<file path="src/hw/rtl/assert_macros.svh">
// Assertion macros shared by the converter RTL.
`ifndef ASSERT_MACROS_SVH
`define ASSERT_MACROS_SVH
`ifndef ASSERT_OFF
// Check an expression at every clock edge out of reset.
`define BDA_ASSERT_ALWAYS(label, clk, rst_n, expr) \
    label: assert property (@(posedge clk) disable iff (!rst_n) (expr)) \
        else $error("assertion failed");
// Check a consequence in the same cycle.
`define BDA_ASSERT_IMPLIES(label, clk, rst_n, ante, cons) \
    label: assert property (@(posedge clk) disable iff (!rst_n) (ante) |-> (cons)) \
        else $error("assertion failed");
// Check a consequence in the next cycle.
`define BDA_ASSERT_NEXT(label, clk, rst_n, ante, cons) \
    label: assert property (@(posedge clk) disable iff (!rst_n) (ante) |=> (cons)) \
        else $error("assertion failed");
`else
`define BDA_ASSERT_ALWAYS(label, clk, rst_n, expr)
`define BDA_ASSERT_IMPLIES(label, clk, rst_n, ante, cons)
`define BDA_ASSERT_NEXT(label, clk, rst_n, ante, cons)
`endif
`endif

</file>
<file path="src/hw/rtl/bda_pkg.sv">
// Shared types, widths and constants of the binary to decimal ASCII converter.
`timescale 1ns / 1ps
package bda_pkg;

    localparam int VALUE_W = 32;
    localparam int DIGIT_W = 4;
    localparam int CHAR_W  = 6;
    // Wide enough for nine times ten to the ninth and for ten to the tenth
    localparam int PROD_W  = 34;

    localparam logic [CHAR_W-1:0] ASCII_ZERO = 6'd48;

    // Control that travels down the digit chain beside the remainder
    typedef struct packed {
        logic valid;
        logic drop;
    } t_stage_ctl;

    // Ten to the power n, evaluated at elaboration
    function automatic logic [63:0] pow10(input int n);
        logic [63:0] acc;
        acc = 64'd1;
        for (int i = 0; i < n; i++) begin
            acc = acc * 64'd10;
        end
        return acc;
    endfunction

endpackage

</file>
<file path="src/hw/rtl/bda_cell.sv">
// One digit cell: peels one decimal digit off the remainder and passes the rest on.
`timescale 1ns / 1ps
`include "assert_macros.svh"
module bda_cell #(
    parameter int MAX_DIGITS = 5,
    parameter int SLOT       = 0
) (
    input  logic                                    i_clk,
    input  logic                                    i_rst_n,
    input  bda_pkg::t_stage_ctl                     i_ctl,
    input  logic [bda_pkg::VALUE_W-1:0]             i_rem,
    input  logic [MAX_DIGITS*bda_pkg::DIGIT_W-1:0]  i_digits,
    output logic                                    o_ready,
    output bda_pkg::t_stage_ctl                     o_ctl,
    output logic [bda_pkg::VALUE_W-1:0]             o_rem,
    output logic [MAX_DIGITS*bda_pkg::DIGIT_W-1:0]  o_digits,
    input  logic                                    i_ready
);

    localparam int PW = bda_pkg::PROD_W;
    localparam int VW = bda_pkg::VALUE_W;
    localparam int DW = bda_pkg::DIGIT_W;
    localparam logic [PW-1:0] POW = PW'(bda_pkg::pow10(MAX_DIGITS - 1 - SLOT));

    bda_pkg::t_stage_ctl                 r_ctl;
    logic [VW-1:0]                       r_rem;
    logic [MAX_DIGITS*DW-1:0]            r_digits;
    logic [DW-1:0]                       w_digit;
    logic [PW-1:0]                       w_sub;
    logic [PW-1:0]                       w_rem_ext;
    logic [VW-1:0]                       n_rem;
    logic [MAX_DIGITS*DW-1:0]            n_digits;

    // Take a new word when empty or when the next cell takes ours
    assign o_ready   = !r_ctl.valid || i_ready;
    assign w_rem_ext = PW'(i_rem);

    // Compare against every multiple of the place value, keep the highest that fits
    always_comb begin
        w_digit = '0;
        w_sub   = '0;
        for (int m = 1; m < 10; m++) begin
            if (w_rem_ext >= PW'(m) * POW) begin
                w_digit = DW'(m);
                w_sub   = PW'(m) * POW;
            end
        end
        n_rem    = i_rem - w_sub[VW-1:0];
        n_digits = i_digits;
        n_digits[SLOT*DW +: DW] = w_digit;
    end

    // Hold valid state under stall, advance it otherwise
    always_ff @(posedge i_clk) begin
        if (!i_rst_n) begin
            r_ctl <= '0;
        end else if (o_ready) begin
            r_ctl <= i_ctl;
        end
    end

    // Load payload with each accepted word
    always_ff @(posedge i_clk) begin
        if (o_ready && i_ctl.valid) begin
            r_rem    <= n_rem;
            r_digits <= n_digits;
        end
    end

    assign o_ctl    = r_ctl;
    assign o_rem    = r_rem;
    assign o_digits = r_digits;

    `BDA_ASSERT_IMPLIES(a_rem_below_place, i_clk, i_rst_n, r_ctl.valid && !r_ctl.drop, PW'(r_rem) < POW)
    `BDA_ASSERT_IMPLIES(a_digit_decimal, i_clk, i_rst_n, r_ctl.valid, r_digits[SLOT*DW +: DW] <= DW'(9))
    `BDA_ASSERT_NEXT(a_stall_holds, i_clk, i_rst_n, r_ctl.valid && !i_ready, r_ctl.valid && $stable(r_digits))

endmodule

</file>
<file path="src/hw/rtl/bda_ser.sv">
// Output serializer: drops leading zeros and sends one ASCII digit per word.
`timescale 1ns / 1ps
`include "assert_macros.svh"
module bda_ser #(
    parameter int MAX_DIGITS = 5
) (
    input  logic                                    i_clk,
    input  logic                                    i_rst_n,
    input  bda_pkg::t_stage_ctl                     i_ctl,
    input  logic [MAX_DIGITS*bda_pkg::DIGIT_W-1:0]  i_digits,
    output logic                                    o_ready,
    output logic                                    o_tvalid,
    input  logic                                    i_tready,
    output logic [7:0]                              o_tdata,
    output logic                                    o_tlast
);

    localparam int DW    = bda_pkg::DIGIT_W;
    localparam int IDX_W = (MAX_DIGITS > 1) ? $clog2(MAX_DIGITS) : 1;
    localparam logic [IDX_W-1:0] LAST_IDX = IDX_W'(MAX_DIGITS - 1);

    logic                     r_busy;
    logic                     n_busy;
    logic [IDX_W-1:0]         r_idx;
    logic [IDX_W-1:0]         n_idx;
    logic [MAX_DIGITS*DW-1:0] r_digits;
    logic [DW-1:0]            w_digit [MAX_DIGITS];
    logic [IDX_W-1:0]         w_start;
    logic                     w_load;
    logic                     w_done;

    // Split the digit word into slots, most significant first
    for (genvar g = 0; g < MAX_DIGITS; g++) begin : g_slot
        assign w_digit[g] = r_digits[g*DW +: DW];
    end

    // Find the first nonzero digit; an all-zero value keeps only the units digit
    always_comb begin
        w_start = LAST_IDX;
        for (int i = MAX_DIGITS - 1; i >= 0; i--) begin
            if (i_digits[i*DW +: DW] != '0) begin
                w_start = IDX_W'(i);
            end
        end
    end

    assign w_done  = r_busy && i_tready && (r_idx == LAST_IDX);
    assign o_ready = !r_busy || w_done;
    assign w_load  = i_ctl.valid && o_ready;

    // Advance through the digits, reload on the last one
    always_comb begin
        n_busy = r_busy;
        n_idx  = r_idx;
        if (r_busy && i_tready) begin
            if (r_idx == LAST_IDX) begin
                n_busy = 1'b0;
            end else begin
                n_idx = r_idx + IDX_W'(1);
            end
        end
        if (w_load && !i_ctl.drop) begin
            n_busy = 1'b1;
            n_idx  = w_start;
        end
    end

    always_ff @(posedge i_clk) begin
        if (!i_rst_n) begin
            r_busy <= 1'b0;
            r_idx  <= '0;
        end else begin
            r_busy <= n_busy;
            r_idx  <= n_idx;
        end
    end

    always_ff @(posedge i_clk) begin
        if (w_load && !i_ctl.drop) begin
            r_digits <= i_digits;
        end
    end

    // Drive the output word from the held digits
    assign o_tvalid = r_busy;
    assign o_tdata  = {2'b00, bda_pkg::ASCII_ZERO + bda_pkg::CHAR_W'(w_digit[r_idx])};
    assign o_tlast  = (r_idx == LAST_IDX);

    `BDA_ASSERT_IMPLIES(a_out_decimal, i_clk, i_rst_n, r_busy, w_digit[r_idx] <= DW'(9))
    `BDA_ASSERT_NEXT(a_run_continues, i_clk, i_rst_n, r_busy && i_tready && !o_tlast, r_busy)
    `BDA_ASSERT_NEXT(a_lead_nonzero, i_clk, i_rst_n, w_load && !i_ctl.drop, r_busy && (w_digit[r_idx] != '0 || o_tlast))

endmodule

</file>
<file path="src/hw/rtl/binary_to_decimal_ascii_core.sv">
// An accepted value passes the registered digit cells, one per place, then the serializer.
// Throughput: one value per cycle enters the digit chain unless the serializer stalls it;
// one character per cycle leaves while o_tready is high, one per digit (1 to MAX_DIGITS).
// Values of 10^MAX_DIGITS or more pass the chain and are discarded without output.
// Synchronous active-low reset clears the valid and busy flags; no clearing pass.
`timescale 1ns / 1ps
module binary_to_decimal_ascii_core #(
    parameter int MAX_DIGITS = 5
) (
    input  logic        i_clk,
    input  logic        i_rst_n,
    // Input words
    input  logic        i_tvalid,
    output logic        i_tready,
    input  logic [31:0] i_tdata,   // [31:0] value
    // Output words
    output logic        o_tvalid,
    input  logic        o_tready,
    output logic [7:0]  o_tdata,   // [5:0] digit_char, [7:6] zero
    output logic        o_tlast    // last
);

    localparam int DW = bda_pkg::DIGIT_W;
    localparam int VW = bda_pkg::VALUE_W;
    localparam logic [63:0] LIMIT = bda_pkg::pow10(MAX_DIGITS);

    bda_pkg::t_stage_ctl      w_ctl    [MAX_DIGITS+1];
    logic [VW-1:0]            w_rem    [MAX_DIGITS+1];
    logic [MAX_DIGITS*DW-1:0] w_digits [MAX_DIGITS+1];
    logic                     w_ready  [MAX_DIGITS+1];

    // Feed the chain; flag out-of-range values for discard
    assign w_ctl[0].valid = i_tvalid;
    assign w_ctl[0].drop  = (64'(i_tdata) >= LIMIT);
    assign w_rem[0]       = i_tdata;
    assign w_digits[0]    = '0;
    assign i_tready       = w_ready[0];

    // Chain of digit cells, most significant place first
    for (genvar g = 0; g < MAX_DIGITS; g++) begin : g_cell
        bda_cell #(
            .MAX_DIGITS (MAX_DIGITS),
            .SLOT       (g)
        ) u_cell (
            .i_clk    (i_clk),
            .i_rst_n  (i_rst_n),
            .i_ctl    (w_ctl[g]),
            .i_rem    (w_rem[g]),
            .i_digits (w_digits[g]),
            .o_ready  (w_ready[g]),
            .o_ctl    (w_ctl[g+1]),
            .o_rem    (w_rem[g+1]),
            .o_digits (w_digits[g+1]),
            .i_ready  (w_ready[g+1])
        );
    end

    // Serialize the finished digits onto the output port
    bda_ser #(
        .MAX_DIGITS (MAX_DIGITS)
    ) u_ser (
        .i_clk    (i_clk),
        .i_rst_n  (i_rst_n),
        .i_ctl    (w_ctl[MAX_DIGITS]),
        .i_digits (w_digits[MAX_DIGITS]),
        .o_ready  (w_ready[MAX_DIGITS]),
        .o_tvalid (o_tvalid),
        .i_tready (o_tready),
        .o_tdata  (o_tdata),
        .o_tlast  (o_tlast)
    );

    // The final remainder is always zero for kept values
    logic w_unused_rem;
    assign w_unused_rem = ^w_rem[MAX_DIGITS];

endmodule

</file>
<file path="config.mk">
export PLATFORM = sky130hd
export DESIGN_NAME = binary_to_decimal_ascii_core
export DESIGN_NICKNAME = d
export VERILOG_FILES = /design/src/hw/rtl/bda_pkg.sv /design/src/hw/rtl/bda_cell.sv /design/src/hw/rtl/bda_ser.sv /design/src/hw/rtl/binary_to_decimal_ascii_core.sv
export VERILOG_INCLUDE_DIRS = /design/src /design/src/hw/rtl
export SDC_FILE = /design/constraint.sdc
export NUM_CORES = 1
export LEC_CHECK = 0
export ABC_AREA = 1
export BUFFER_PORTS_ARGS = -buffer_cell sky130_fd_sc_hd__buf_4
export CAP_MARGIN = 20
export CORE_MARGIN = 1
export CORE_UTILIZATION = 53
export DETAILED_ROUTE_END_ITERATION = 8
export PLACE_DENSITY = 0.67
export SKIP_CTS_REPAIR_TIMING = 1
export SYNTH_ARGS = -nofsm -noshare
export SYNTH_HDL_FRONTEND = slang
export SYNTH_HIERARCHICAL = 1
export SYNTH_SLANG_ARGS = --single-unit
</file>
<file path="constraint.sdc">
create_clock -name i_clk -period 5.8 [get_ports i_clk]
set_clock_uncertainty 0.2 [all_clocks]
set_input_delay 0.58 -clock i_clk [delete_from_list [all_inputs] [get_ports i_clk]]
set_output_delay 0.58 -clock i_clk [all_outputs]
set_load 0.02 [all_outputs]
</file>
# Word-level counts from Yosys, hierarchy flattened
# Index checks and enable logic that the tools add are counted.
# op_classes
multipliers,0
n_reduce_logical,35
bitwise,1
mux,89
shift,0
n_div,0
n_eq_ne,2
addsub,6
magnitude_cmp,47
# ops
operator,count
">= comparator 32 x 10 -> 1 bit, second input constant",5
">= comparator 32 x 13 -> 1 bit, second input constant",4
">= comparator 32 x 17 -> 1 bit, second input constant",4
">= comparator 32 x 3 -> 1 bit, second input constant",4
">= comparator 32 x 7 -> 1 bit, second input constant",4
">= comparator 32 x 16 -> 1 bit, second input constant",3
">= comparator 32 x 4 -> 1 bit, second input constant",3
">= comparator 32 x 6 -> 1 bit, second input constant",3
">= comparator 32 x 9 -> 1 bit, second input constant",3
two-way mux 3 bit,27
">= comparator 32 x 12 -> 1 bit, second input constant",2
">= comparator 32 x 14 -> 1 bit, second input constant",2
">= comparator 32 x 15 -> 1 bit, second input constant",2
">= comparator 32 x 2 -> 1 bit, second input constant",2
">= comparator 32 x 5 -> 1 bit, second input constant",2
two-way mux 13 bit,4
two-way mux 17 bit,3
two-way mux 10 bit,5
two-way mux 16 bit,3
">= comparator 32 x 1 -> 1 bit, second input constant",1
">= comparator 32 x 11 -> 1 bit, second input constant",1
">= comparator 32 x 8 -> 1 bit, second input constant",1
subtractor 32 x 10 -> 32 bit,1
subtractor 32 x 14 -> 32 bit,1
other kinds (28),90
# totals
ramBits,0
out_inout_bits,11
romBits,0
latchBits,0
n_memories,0
in_bits,36
reg_bits,222

# Depth between registers and ports, before layout
# logic_depth
word_depth,11
mapped_depth,28
depth_no_buf,27

# Hierarchy
# Netlist, hierarchy kept.
# by_module_without_submodules
mod,seq_area_each_um2,cells_each,instances,area_each_um2
bda_cell (g_cell[0].u_cell),1601.5,369,1,3265.6
bda_cell (g_cell[1].u_cell),1601.5,353,1,3206.8
bda_cell (g_cell[2].u_cell),1601.5,319,1,3031.7
bda_cell (g_cell[3].u_cell),1601.5,311,1,3002.9
bda_cell (g_cell[4].u_cell),1601.5,253,1,2702.6
bda_ser,680.7,134,1,1222.4
binary_to_decimal_ascii_core,0.0,26,1,108.9

# Worst setup path after synthesis
# Ideal clock, no wire load.
# synth_path
path_kind,flip-flop to flip-flop
from,reg u_ser.r_idx[0]
to,"reg g_cell[0].u_cell.r_digits[0], enable pin"
synth_period_minus_slack_ns,4.503
arrival_time_ns,3.841
required_ns,5.138
path_stages_with_launch,17
setup_slack_ns,1.297
path_cell_list,dfxtp_1 -> buf_2 -> inv_1 -> buf_4 -> ha_1 -> nand2_4 -> o21ai_4 -> nor2_1 -> inv_1 -> nor2_1 -> inv_1 -> nor2_1 -> inv_1 -> nor2_1 -> inv_1 -> nor2_1 -> nor2_1
# synth_rtl
element,line,rtl
"start, declared",bda_ser.sv:24,logic [IDX_W-1:0] r_idx;
"start signal, assigned",bda_ser.sv:74,r_idx <= n_idx;
"end signal, assigned",bda_cell.sv:66,r_digits <= n_digits;
"end, declared",bda_cell.sv:27,logic [MAX_DIGITS*DW-1:0] r_digits;

==> impl_metrics.json <==
{
  "grt_pass1_wl_um": 43660,
  "cts_buffers": 24,
  "fin_ws_ps": 1165,
  "status": "completed",
  "worstPathArrival_ps": 3850,
  "total_power_uw": 3777,
  "power_frac_comb": 0.103,
  "drc": 0,
  "die_h_um": 162.2,
  "die_width_um": 162.2,
  "syn_to_final_growth_pct": 11.58,
  "synth_area_per_cell_sq_um": 8.749,
  "worstPathRequired_ps": 5020,
  "worstSetupEndpointType": "output port",
  "port_buffers": 42,
  "p_leak_uw": 0.006135,
  "p_int_uw": 2878,
  "layout_worst_path_cycle_share": 0.7991,
  "routed_wl_um": 26000,
  "maxSlewViolCount": 0,
  "viasPerCell": 5.037,
  "period_needed_ps": 4635,
  "pre_cts_slack_ps": 1729,
  "syn_inst": 1555,
  "die-area_sq_um": 26310,
  "routedWlPerCell_um": 13.20,
  "start_kind": "register",
  "cts_root_buf": "clkbuf_16",
  "clkTransAtPathRegs_ps": 60,
  "finalSetupTns_ps": 0,
  "final_nets": 1702,
  "gr-total-overflow": 0,
  "seqPwrFrac": 0.499,
  "grt_max_degree": 49,
  "grt_use_total": 0.2052,
  "reg2reg_depth": 14,
  "ant_nets": 0,
  "ios": 47,
  "p_switching_uw": 898.9,
  "drive_above_1_share": 0.1518,
  "hp-class": "in2reg",
  "syn_area_sq_um": 13600,
  "clk-insertion-delay-late_ps": 520,
  "multi_input_area_sq_um": 6212,
  "antenna_cells": 0,
  "fill_cells": 2200,
  "htreeDepth": 1,
  "dr.pass1.iters": 5,
  "drt_iter0_drc": 480,
  "hold_violations": 0,
  "fmax_ghz": 0.2158,
  "cts_tree": "yes",
  "ir_drop_uv": 170.3,
  "antenna_found_initial": 0,
  "worst_pin_slew_ps": 1036,
  "p_clk_frac": 0.398,
  "clock_path_buffers": 3,
  "swShare": 0.2380,
  "row_count": 58,
  "power_density_nw_per_um2": 248.8,
  "finalSetupViolCount": 0,
  "grt_pass1_vias": 9614,
  "vias": 9923,
  "gp_congestion": 0.9262,
  "setup.worst_path.class": "reg2out",
  "whs_path_depth": 1,
  "initial_core_util": 0.5402,
  "regArea_sq_um": 6526,
  "max_slew_margin": 0.3080,
  "maxCapViolations": 0,
  "hpwl_um": 20700,
  "core_area_sq_um": 25180,
  "cts.sinks": 222,
  "cp_max_fo": 11,
  "ys_warn_count": 6,
  "rsz0062_at_grt": "no"
}
-- critical path, stage by stage, from the launching register on --
cell     delay [ps]
dfxtp_1         510
inv_1           240
ha_1            290
nand2_4         100
o21ai_4          70
nor2_1          220
inv_1            90
nor2_1          320
inv_1           100
nor2_1          310
inv_1           100
nor2_1          310
inv_1           100
nor2_1          300
inv_1           100
buf_4           170
-- layout make-up --
| cell class | count | area share |
|---|---|---|
| Clock buffer | 29 | 0.04146 |
| Timing Repair Buffer | 47 | 0.02539 |
| Clock inverter | 15 | 0.01113 |
| Multi-Input combinational cell | 1103 | 0.4092 |
| Sequential cell | 222 | 0.4299 |
| Tap cell | 330 | 0.02720 |
| Inverter | 224 | 0.05564 |
-- sequential cells by signal (all words and copies together) (netlist names) --
register,flops
u_ser/r_idx,3
u_ser/o_tvalid,1
g_cell.u_cell/o_rem,128
g_cell.u_cell/o_ctl,10
u_ser/r_digits,20
g_cell.u_cell/o_digits,60
-- routing by layer --
layer | track usage | up-vias | routed length [um]
met1 | 0.2451 | 4461 | 11240
met2 | 0.3781 | 159 | 13140
met5 | 0 | - | 0
met4 | 0.07547 | 0 | 828
li1 | - | 5246 | -
met3 | 0.02324 | 57 | 788
-- path summary, 6_finish.rpt --
path,from,to,slack [ps]
worst min-delay path,i_tdata[0],g_cell[0].u_cell/o_rem[0]$_DFFE_PP_,40
worst min register to register,g_cell[1].u_cell/o_digits[2]$_DFFE_PP_,g_cell[2].u_cell/o_digits[2]$_DFFE_PP_,210
worst max register to register,u_ser/r_idx[0]$_SDFFE_PN0P_,g_cell[0].u_cell/o_rem[31]$_DFFE_PP_,1930
worst max-delay path,u_ser/r_idx[0]$_SDFFE_PN0P_,i_tready,1170
-- placed cells by master (no fill, tap or decap), types with 7 or more instances in the layout --
master,count
clkbuf_16,24
ha_1,40
dfxtp_1,14
a21oi_1,62
nor2_4,22
nand4_1,24
edfxtp_1,208
inv_1,190
o21ai_1,9
nor2_2,34
clkinv_2,7
buf_4,44
nand2_1,330
nand3_1,94
a21oi_2,10
inv_2,29
nor3_1,17
nand2_2,27
nand2_4,7
xnor2_1,32
o21ai_0,39
o21a_1,7
nor2_1,215
xor2_1,63
-- power by group through the flow --
stage / Clock, uW / Combinational [uW] / Sequential (uW)
floorplan: 0 / 287 / 1900
global placement: 0 / 383 / 1920
detailed placement: 0 / 388 / 1920
CTS: 1540 / 390 / 1880
global route: 1610 / 443 / 1890
finish: 1500 / 391 / 1880
-- per-stage QoR --
step | hold slack, ps | util | instances | instance area (sq um)
2_1_floorplan | 200.3 | - | 1557 | 13610
3_3_place_gp | 201.0 | 0.5689 | 1923 | 14330
3_5_place_dp | 204.5 | 0.5697 | 1924 | 14350
4_1_cts | 14.28 | 0.6014 | 1968 | 15140
5_1_grt | 18.52 | 0.6028 | 1970 | 15180
6_report | 35.81 | 0.6028 | 1970 | 15180
(Power assumes the default switching activity.)
